[src/hdl/pla_pkg.sv]
// Shared types and constants of the polyline length accumulator.
`default_nettype none

package pla_pkg;

  localparam int COORD_BITS_DEF = 24;
  localparam int TOTAL_BITS_DEF = 40;

  typedef enum logic [2:0] {
    ST_IDLE,
    ST_ABS,
    ST_MUL,
    ST_SUM1,
    ST_SUM2,
    ST_ROOT,
    ST_FIN
  } pla_state_t;

  // Load and step controls of a serial arithmetic unit.
  typedef struct packed {
    logic load;
    logic step;
  } pla_unit_ctrl_t;

endpackage

`default_nettype wire

[src/hdl/pla_if.sv]
// Point and result stream interfaces.
`default_nettype none

interface pla_point_if #(
  parameter int COORD_BITS = 24
);
  logic                         valid;
  logic                         ready;
  logic                         start_new;
  logic signed [COORD_BITS-1:0] point_x;
  logic signed [COORD_BITS-1:0] point_y;
  logic signed [COORD_BITS-1:0] point_z;

  modport source (output valid, start_new, point_x, point_y, point_z, input ready);
  modport sink (input valid, start_new, point_x, point_y, point_z, output ready);
endinterface

interface pla_result_if #(
  parameter int COORD_BITS = 24,
  parameter int TOTAL_BITS = 40
);
  logic                  valid;
  logic                  ready;
  logic [COORD_BITS:0]   segment_length;
  logic [TOTAL_BITS-1:0] total_length;
  logic                  saturated;

  modport source (output valid, segment_length, total_length, saturated, input ready);
  modport sink (input valid, segment_length, total_length, saturated, output ready);
endinterface

`default_nettype wire

[src/hdl/pla_sq_lane.sv]
// Bit-serial squarer of one coordinate difference.
`default_nettype none

module pla_sq_lane
  import pla_pkg::*;
#(
  parameter int DW = COORD_BITS_DEF
) (
  input  wire logic            clk,
  input  wire pla_unit_ctrl_t  ctrl,
  input  wire logic [DW:0]     diff,
  output logic [2*DW-1:0]      square
);

  logic [DW-1:0]   mcand;
  logic [2*DW-1:0] prod;
  logic [DW:0]     mag_wide;
  logic [DW:0]     partial;

  // Take the magnitude of the two's complement difference
  assign mag_wide = diff[DW] ? (~diff + {{DW{1'b0}}, 1'b1}) : diff;

  // Add the multiplicand into the upper half when the next multiplier bit is set
  assign partial = {1'b0, prod[2*DW-1:DW]} + (prod[0] ? {1'b0, mcand} : {(DW+1){1'b0}});

  // Load magnitude, then shift the product right one bit per step
  always_ff @(posedge clk) begin
    if (ctrl.load) begin
      mcand <= mag_wide[DW-1:0];
      prod  <= {{DW{1'b0}}, mag_wide[DW-1:0]};
    end else if (ctrl.step) begin
      prod <= {partial, prod[DW-1:1]};
    end
  end

  assign square = prod;

endmodule

`default_nettype wire

[src/hdl/pla_isqrt.sv]
// Digit-by-digit floor square root, one bit pair per cycle while step is high.
`default_nettype none

module pla_isqrt
  import pla_pkg::*;
#(
  parameter int PAIRS = COORD_BITS_DEF + 1
) (
  input  wire logic             clk,
  input  wire pla_unit_ctrl_t   ctrl,
  input  wire logic [2*PAIRS-1:0] radicand,
  output logic [PAIRS-1:0]      root
);

  localparam int RW = PAIRS + 2;

  logic [2*PAIRS-1:0] rad_sh;
  logic [RW-1:0]      rem;
  logic [RW-1:0]      rem_cat;
  logic [RW-1:0]      trial;
  logic               ge;

  // Bring down the next bit pair and form the trial value
  assign rem_cat = {rem[RW-3:0], rad_sh[2*PAIRS-1:2*PAIRS-2]};
  assign trial   = {root, 2'b01};
  assign ge      = (rem_cat >= trial);

  always_ff @(posedge clk) begin
    if (ctrl.load) begin
      rad_sh <= radicand;
      rem    <= '0;
      root   <= '0;
    end else if (ctrl.step) begin
      rad_sh <= {rad_sh[2*PAIRS-3:0], 2'b00};
      rem    <= ge ? (rem_cat - trial) : rem_cat;
      root   <= {root[PAIRS-2:0], ge};
    end
  end

endmodule

`default_nettype wire

[src/hdl/polyline_length_accumulator_top.sv]
// A first point of a polyline goes straight to the result; a later point passes the
// bit-serial squarers, a registered sum of two squares and the one-bit-pair-per-cycle
// square root. The block takes a new point only once the last result is registered.
// Reset: synchronous, clears the control state and the running total; no sweep.
`default_nettype none

module polyline_length_accumulator_top
  import pla_pkg::*;
#(
  parameter int COORD_BITS = COORD_BITS_DEF,
  parameter int TOTAL_BITS = TOTAL_BITS_DEF
) (
  input wire logic  clk,
  input wire logic  rst,
  pla_point_if.sink   points,
  pla_result_if.source results
);

  localparam int P     = COORD_BITS + 1;
  localparam int SQ_W  = 2 * COORD_BITS;
  localparam int ACC_W = ((TOTAL_BITS > P) ? TOTAL_BITS : P) + 1;
  localparam int CNT_W = $clog2(P + 1);

  pla_state_t state, state_next;
  pla_unit_ctrl_t lane_ctrl, root_ctrl;

  logic [CNT_W-1:0]      cnt;
  logic [COORD_BITS-1:0] prev_x, prev_y, prev_z;
  logic                  have_prev;
  logic                  first;
  logic [COORD_BITS:0]   diff_x, diff_y, diff_z;
  logic [SQ_W-1:0]       sq_x, sq_y, sq_z;
  logic [SQ_W+1:0]       sq_sum;
  logic [SQ_W+1:0]       rad;
  logic [P-1:0]          root;
  logic [TOTAL_BITS-1:0] total;
  logic                  ovf;
  logic [ACC_W-1:0]      acc;
  logic                  over;
  logic                  accept;
  logic                  out_free;

  logic                  res_valid;
  logic [P-1:0]          res_seg;
  logic [TOTAL_BITS-1:0] res_total;
  logic                  res_sat;

  assign accept   = points.valid && points.ready;
  assign out_free = !res_valid || results.ready;

  // Sequence the serial units
  always_comb begin
    state_next     = state;
    lane_ctrl      = '0;
    root_ctrl      = '0;
    points.ready   = 1'b0;
    case (state)
      ST_IDLE: begin
        points.ready = 1'b1;
        if (points.valid) begin
          state_next = (points.start_new || !have_prev) ? ST_FIN : ST_ABS;
        end
      end
      ST_ABS: begin
        lane_ctrl.load = 1'b1;
        state_next     = ST_MUL;
      end
      ST_MUL: begin
        lane_ctrl.step = 1'b1;
        if (cnt == '0) begin
          state_next = ST_SUM1;
        end
      end
      ST_SUM1: begin
        state_next = ST_SUM2;
      end
      ST_SUM2: begin
        root_ctrl.load = 1'b1;
        state_next     = ST_ROOT;
      end
      ST_ROOT: begin
        root_ctrl.step = 1'b1;
        if (cnt == '0) begin
          state_next = ST_FIN;
        end
      end
      ST_FIN: begin
        if (out_free) begin
          state_next = ST_IDLE;
        end
      end
      default: begin
        state_next = ST_IDLE;
      end
    endcase
  end

  always_ff @(posedge clk) begin
    if (rst) begin
      state <= ST_IDLE;
    end else begin
      state <= state_next;
    end
  end

  // Count the steps of the squarers and of the root
  always_ff @(posedge clk) begin
    if (rst) begin
      cnt <= '0;
    end else if (state == ST_ABS) begin
      cnt <= CNT_W'(COORD_BITS - 1);
    end else if (state == ST_SUM2) begin
      cnt <= CNT_W'(P - 1);
    end else if (cnt != '0) begin
      cnt <= cnt - {{(CNT_W-1){1'b0}}, 1'b1};
    end
  end

  // Capture the point, its differences and whether it opens a polyline
  always_ff @(posedge clk) begin
    if (rst) begin
      have_prev <= 1'b0;
    end else if (accept) begin
      have_prev <= 1'b1;
    end
  end

  always_ff @(posedge clk) begin
    if (accept) begin
      first  <= points.start_new || !have_prev;
      diff_x <= {points.point_x[COORD_BITS-1], points.point_x} - {prev_x[COORD_BITS-1], prev_x};
      diff_y <= {points.point_y[COORD_BITS-1], points.point_y} - {prev_y[COORD_BITS-1], prev_y};
      diff_z <= {points.point_z[COORD_BITS-1], points.point_z} - {prev_z[COORD_BITS-1], prev_z};
      prev_x <= points.point_x;
      prev_y <= points.point_y;
      prev_z <= points.point_z;
    end
  end

  pla_sq_lane #(.DW(COORD_BITS)) u_lane_x (
    .clk(clk), .ctrl(lane_ctrl), .diff(diff_x), .square(sq_x)
  );
  pla_sq_lane #(.DW(COORD_BITS)) u_lane_y (
    .clk(clk), .ctrl(lane_ctrl), .diff(diff_y), .square(sq_y)
  );
  pla_sq_lane #(.DW(COORD_BITS)) u_lane_z (
    .clk(clk), .ctrl(lane_ctrl), .diff(diff_z), .square(sq_z)
  );

  // Add the first two squares into a register; the third is added combinationally
  always_ff @(posedge clk) begin
    if (state == ST_SUM1) begin
      sq_sum <= {2'b00, sq_x} + {2'b00, sq_y};
    end
  end

  assign rad = sq_sum + {2'b00, sq_z};

  pla_isqrt #(.PAIRS(P)) u_isqrt (
    .clk(clk), .ctrl(root_ctrl), .radicand(rad), .root(root)
  );

  // Saturating add of the segment to the total
  assign acc  = ACC_W'(total) + ACC_W'(root);
  assign over = |acc[ACC_W-1:TOTAL_BITS];

  always_ff @(posedge clk) begin
    if (rst) begin
      total <= '0;
      ovf   <= 1'b0;
    end else if (state == ST_FIN && out_free) begin
      if (first) begin
        total <= '0;
        ovf   <= 1'b0;
      end else if (over) begin
        total <= '1;
        ovf   <= 1'b1;
      end else begin
        total <= acc[TOTAL_BITS-1:0];
      end
    end
  end

  // Hold the result beat until the sink takes it
  always_ff @(posedge clk) begin
    if (rst) begin
      res_valid <= 1'b0;
    end else if (state == ST_FIN && out_free) begin
      res_valid <= 1'b1;
    end else if (results.ready) begin
      res_valid <= 1'b0;
    end
  end

  always_ff @(posedge clk) begin
    if (state == ST_FIN && out_free) begin
      if (first) begin
        res_seg   <= '0;
        res_total <= '0;
        res_sat   <= 1'b0;
      end else if (over) begin
        res_seg   <= root;
        res_total <= '1;
        res_sat   <= 1'b1;
      end else begin
        res_seg   <= root;
        res_total <= acc[TOTAL_BITS-1:0];
        res_sat   <= ovf;
      end
    end
  end

  assign results.valid          = res_valid;
  assign results.segment_length = res_seg;
  assign results.total_length   = res_total;
  assign results.saturated      = res_sat;

endmodule

`default_nettype wire

[src/flat_wrapper.sv]
// flat-port wrapper written by rule: the top's interface ports become plain ports
module polyline_length_accumulator_top_flat import pla_pkg::*;
#(
  parameter int COORD_BITS = COORD_BITS_DEF,
  parameter int TOTAL_BITS = TOTAL_BITS_DEF
)
  (clk, rst, points_valid, points_start_new, points_point_x, points_point_y, points_point_z, points_ready, results_valid, results_segment_length, results_total_length, results_saturated, results_ready);
  pla_point_if #(.COORD_BITS(COORD_BITS)) points_i ();
  pla_result_if #(.COORD_BITS(COORD_BITS), .TOTAL_BITS(TOTAL_BITS)) results_i ();
  input wire logic clk;
  input wire logic rst;
  input wire logic [$bits(points_i.valid)-1:0] points_valid;
  input wire logic [$bits(points_i.start_new)-1:0] points_start_new;
  input wire logic [$bits(points_i.point_x)-1:0] points_point_x;
  input wire logic [$bits(points_i.point_y)-1:0] points_point_y;
  input wire logic [$bits(points_i.point_z)-1:0] points_point_z;
  output wire logic [$bits(points_i.ready)-1:0] points_ready;
  output wire logic [$bits(results_i.valid)-1:0] results_valid;
  output wire logic [$bits(results_i.segment_length)-1:0] results_segment_length;
  output wire logic [$bits(results_i.total_length)-1:0] results_total_length;
  output wire logic [$bits(results_i.saturated)-1:0] results_saturated;
  input wire logic [$bits(results_i.ready)-1:0] results_ready;
  assign points_i.valid = points_valid;
  assign points_i.start_new = points_start_new;
  assign points_i.point_x = points_point_x;
  assign points_i.point_y = points_point_y;
  assign points_i.point_z = points_point_z;
  assign points_ready = points_i.ready;
  assign results_valid = results_i.valid;
  assign results_segment_length = results_i.segment_length;
  assign results_total_length = results_i.total_length;
  assign results_saturated = results_i.saturated;
  assign results_i.ready = results_ready;
  polyline_length_accumulator_top #(.COORD_BITS(COORD_BITS), .TOTAL_BITS(TOTAL_BITS)) u_core (.clk(clk), .rst(rst), .points(points_i), .results(results_i));
endmodule
[config.mk]
export PLATFORM = sky130hd
export DESIGN_NAME = polyline_length_accumulator_top_flat
export DESIGN_NICKNAME = d
export VERILOG_FILES = /design/src/hdl/pla_pkg.sv /design/src/hdl/pla_if.sv /design/src/hdl/pla_sq_lane.sv /design/src/hdl/pla_isqrt.sv /design/src/hdl/polyline_length_accumulator_top.sv /design/src/flat_wrapper.sv
export SDC_FILE = /design/constraint.sdc
export NUM_CORES = 1
export LEC_CHECK = 0
export ABC_AREA = 1
export BUFFER_PORTS_ARGS = -buffer_cell sky130_fd_sc_hd__buf_2
export CORE_MARGIN = 3
export CORE_UTILIZATION = 50
export DETAILED_ROUTE_END_ITERATION = 8
export PLACE_DENSITY = 0.65
export SLEW_MARGIN = 20
export SYNTH_ARGS = -nofsm -noshare
export SYNTH_HDL_FRONTEND = slang
export SYNTH_SLANG_ARGS = --single-unit
[constraint.sdc]
create_clock -name clk -period 6.8 [get_ports clk]
set_clock_uncertainty 0.05 [all_clocks]
set_input_delay 0.34 -clock clk [delete_from_list [all_inputs] [get_ports clk]]
set_output_delay 0.34 -clock clk [all_outputs]
set_load 0.05 [all_outputs]
==> reports/qor.yml <==
status:
  status: "completed"
cells_and_area:
  fin_util_pct: 56.7
  fillCellCount: 8237
  fin_nets: 6326
  multi_input_area_mm2: 0.0225
  drive_gt1_share_pct: 5.98
  area_growth_pct: 12.0
  regArea_mm2: 0.0172
worst_setup_path:
  cp_slowest_stage_delay_ps: 700
  crit_type: "flip-flop to flip-flop"
  ff2ff_path_depth: 14
  cpLargestDelayFamily: "adder cells"
  required_ps: 7140
  r2r_end: "u_core.sq_sum[32]"
  cp_common_cell: "nand2_1"
  crit_buf_inv: 1
  worstPathArrival_ps: 3500
  r2r_setup_slack_ps: 3650
  slowest_stage: "edfxtp_1"
  worstPathCellList: "ha_1 > fa_1 > nand3_1 > nand2_1 > a21oi_1 > inv_1 > nand2_1 > nand2_1 > nand2_1 > nand2_1 > nand2_1 > nand2_1 > nand2_1 > nand2_1"
  cp-start-kind: "flip-flop"
  worstPathMaxFanout: 25
  r2r_start: "u_core.u_lane_y.square[0]"
  cp-end-kind: "flip-flop"
pwr:
  internal_power_mw: 13.8
  switching_share_pct: 49.9
  leakage_nw: 22.7
  peakVddDrop_v: 0.000616
  p_sw_mw: 13.8
  powerDensity_mw_per_mm2: 569
  p_comb_share_pct: 58.3
  clock_power_share_pct: 15.3
  pwr-share-seq_pct: 26.3
clock_network:
  numCtsBuffers: 74
  cts_tree: "yes"
  clk_pin_slew_ps: 60
  htree_levels: 3
  postCtsSetupRepairBufs: 0
  clkSinkCount: 630
  insertion_delay_ps: 650
  cts_max_path_buffers: 3
  cts_root_buffer: "clkbuf_16"
floorplan:
  start_util_pct: 50.6
  chipWidth_um: 300
  die_y_um: 300
  coreArea_mm2: 0.0854
  die_area_mm2: 0.0900
  rows: 107
  ios: 145
yosys:
  avgSynthCellArea_um2: 7.53
  syn_area_mm2: 0.0432
  synth-async-reset-ratio_pct: 0
  yosys_warnings: 0
  synth_edf_count: 457
  ys_seq_area_share_pct: 39.8
  synth_fp_nets: 6121
  ys_types: 58
  synthCells: 5738
  synth_seq_cells: 630
  synth_flop_cell: "edfxtp_1"
min_path:
  hp-class: "input pin to flip-flop"
  min_from: "points_valid"
  hold_depth: 3
  hold-path-endpoint: "u_core.first"
detailed_routing:
  antenna_left: 0
  first_pass_iters: 6
  vias: 38700
  finalWirelength_um: 130000
  drc: 0
  routed_via_density: 5.41
  drt_iter0_markers: 3056
  wl_per_cell_um: 18.2
global_routing:
  antenna_found_initial: 1
  grt_pass1_vias: 37000
  grt_max_degree: 109
  grt_use_total_pct: 28.6
  grt_pass1_wl_um: 204000
  grt_overflow: 0
timing:
  fin_crit_ps: 3150
  rsz0062_at_grt: "false"
  hold_violations: 0
  period_share_pct: 46.4
  whs_ps: 85.1
  setup_tns_ps: 0
  max_freq_mhz: 317
  worst_pin_slew_ps: 1080
  setup_viol: 0
  slew_violations: 0
  relSlewSlack_pct: 27.8
job:
  maxCapViolations: 0
placement:
  port_buffers: 144
  gp_congestion: 1.02
  hpwl_um: 103000
[how the worst max path moves through the flow]
stage	to	slack, ps	start	cells past startpoint
floorplan	u_core.diff_x[0]	1820	u_core.state[2]	3
global placement	u_core.sq_sum[32]	3740	u_core.u_lane_y.square[0]	14
detailed placement	u_core.sq_sum[38]	3670	u_core.u_lane_y.square[0]	9
CTS	u_core.sq_sum[38]	3660	u_core.u_lane_y.square[0]	9
global route	u_core.u_isqrt.rad_sh[42]	3380	u_core.u_lane_z.square[0]	13
finish	u_core.sq_sum[32]	3650	u_core.u_lane_y.square[0]	14
[final cells by class]
cell class	instances	share of cell area [%]
inverter	823	6.40
antenna	2	0.0103
clock buffer	95	4.11
sequential	630	35.5
clock inverter	42	1.22
multi-input combinational	4180	46.5
timing repair buffer	234	3.27
tap	1144	2.96
[flip-flops by register name, summed over array words and instances, names as in the netlist, 5 cells and up]
name                           count
u_core.u_isqrt.rem                25
u_core.u_lane_y.mcand             24
u_core.diff_y                     25
u_core.results.segment_length     25
u_core.u_lane_z.mcand             24
u_core.u_lane_z.square            48
u_core.u_lane_x.mcand             24
u_core.diff_z                     25
u_core.results.total_length       40
u_core.u_isqrt.root               25
u_core.u_isqrt.rad_sh             50
u_core.prev_y                     24
u_core.u_lane_y.square            48
u_core.cnt                         5
u_core.total                      40
u_core.diff_x                     25
u_core.prev_x                     24
u_core.prev_z                     24
u_core.u_lane_x.square            48
u_core.sq_sum                     49
[cells by family after synthesis]
kind of cell / Yosys count / share of synthesized area, %
AOI/OAI and AO/OA: 957 / 12.5
xor gates and xnor gates: 252 / 5.11
adders and majority gates: 306 / 9.01
buffers and inverters: 928 / 8.26
DFF: 630 / 39.8
and+or+nand+nor: 2665 / 25.4
[tightest hold or removal path, delay by kind of cell]
family | cells | cell delay [ps]
buf+inv | 2 | 190
simple gates | 1 | 80
[Yosys cell counts, types with 22 or more instances]
library cell	n	area share, %
nand2_1	1549	13
inv_1	815	7.1
nor2_1	566	4.9
edfxtp_1	457	32
a21oi_1	386	4.5
nand3_1	333	3.9
o21ai_0	304	3.5
ha_1	297	8.6
dfxtp_1	173	8.0
xor2_1	160	3.2
xnor2_1	92	1.9
nand4_1	86	1.2
clkbuf_1	79	0.69
nor3_1	57	0.66
o21bai_1	40	0.69
a31oi_1	36	0.52
a21o_1	32	0.56
o22ai_1	24	0.35
o21ai_1	22	0.25
[power groups by stage]
stage	combinational [mW]	sequential, mW	clock (mW)
floorplan	11.6	6.92	0
global placement	15.7	7.29	0
detailed placement	15.7	7.30	0
CTS	15.8	7.24	4.31
global route	17.9	7.35	4.46
finish	16.1	7.25	4.22
[per-layer routing]
metal | track usage, % | vias up | wire length (um)
li1 | - | 19400 | -
met1 | 39.3 | 17700 | 58600
met2 | 46.6 | 1258 | 58500
met3 | 3.92 | 247 | 7990
met4 | 9.75 | 0 | 4740
met5 | 0 | - | 0
[placed cells by master (no fill, tap or decap), types with 21 or more instances in the layout]
| cell | netlist | routed |
|---|---|---|
| o21ai_1 | 22 | 22 |
| a21o_1 | 32 | 32 |
| dlygate4sd3_1 | 0 | 75 |
| dfxtp_1 | 173 | 173 |
| nand4_1 | 86 | 86 |
| nor2_1 | 566 | 563 |
| nand2_1 | 1549 | 1547 |
| a31oi_1 | 36 | 36 |
| nand3_1 | 333 | 332 |
| o21ai_0 | 304 | 304 |
| inv_1 | 815 | 813 |
| xor2_1 | 160 | 160 |
| o22ai_1 | 24 | 24 |
| ha_1 | 297 | 297 |
| edfxtp_1 | 457 | 457 |
| a21oi_1 | 386 | 386 |
| nor3_1 | 57 | 57 |
| buf_2 | 11 | 144 |
| clkbuf_16 | 0 | 74 |
| o21bai_1 | 40 | 40 |
| o211ai_1 | 21 | 21 |
| xnor2_1 | 92 | 92 |
[what timing repair did]
item,CTS,global route
endpoints found under the hold margin,80,0
hold buffers,75,0
resized for setup,0,0
[through the flow]
stage	total power [mW]	setup WS (ps)	cells	area (um2)
2_1_floorplan	18.5	1820	5738	43200
3_3_place_gp	23.0	3740	6936	45100
3_5_place_dp	23.0	3670	6936	45100
4_1_cts	27.4	3660	7148	48400
5_1_grt	29.7	3380	7148	48400
6_report	27.5	3650	7150	48400
(Power assumes the default switching activity.)
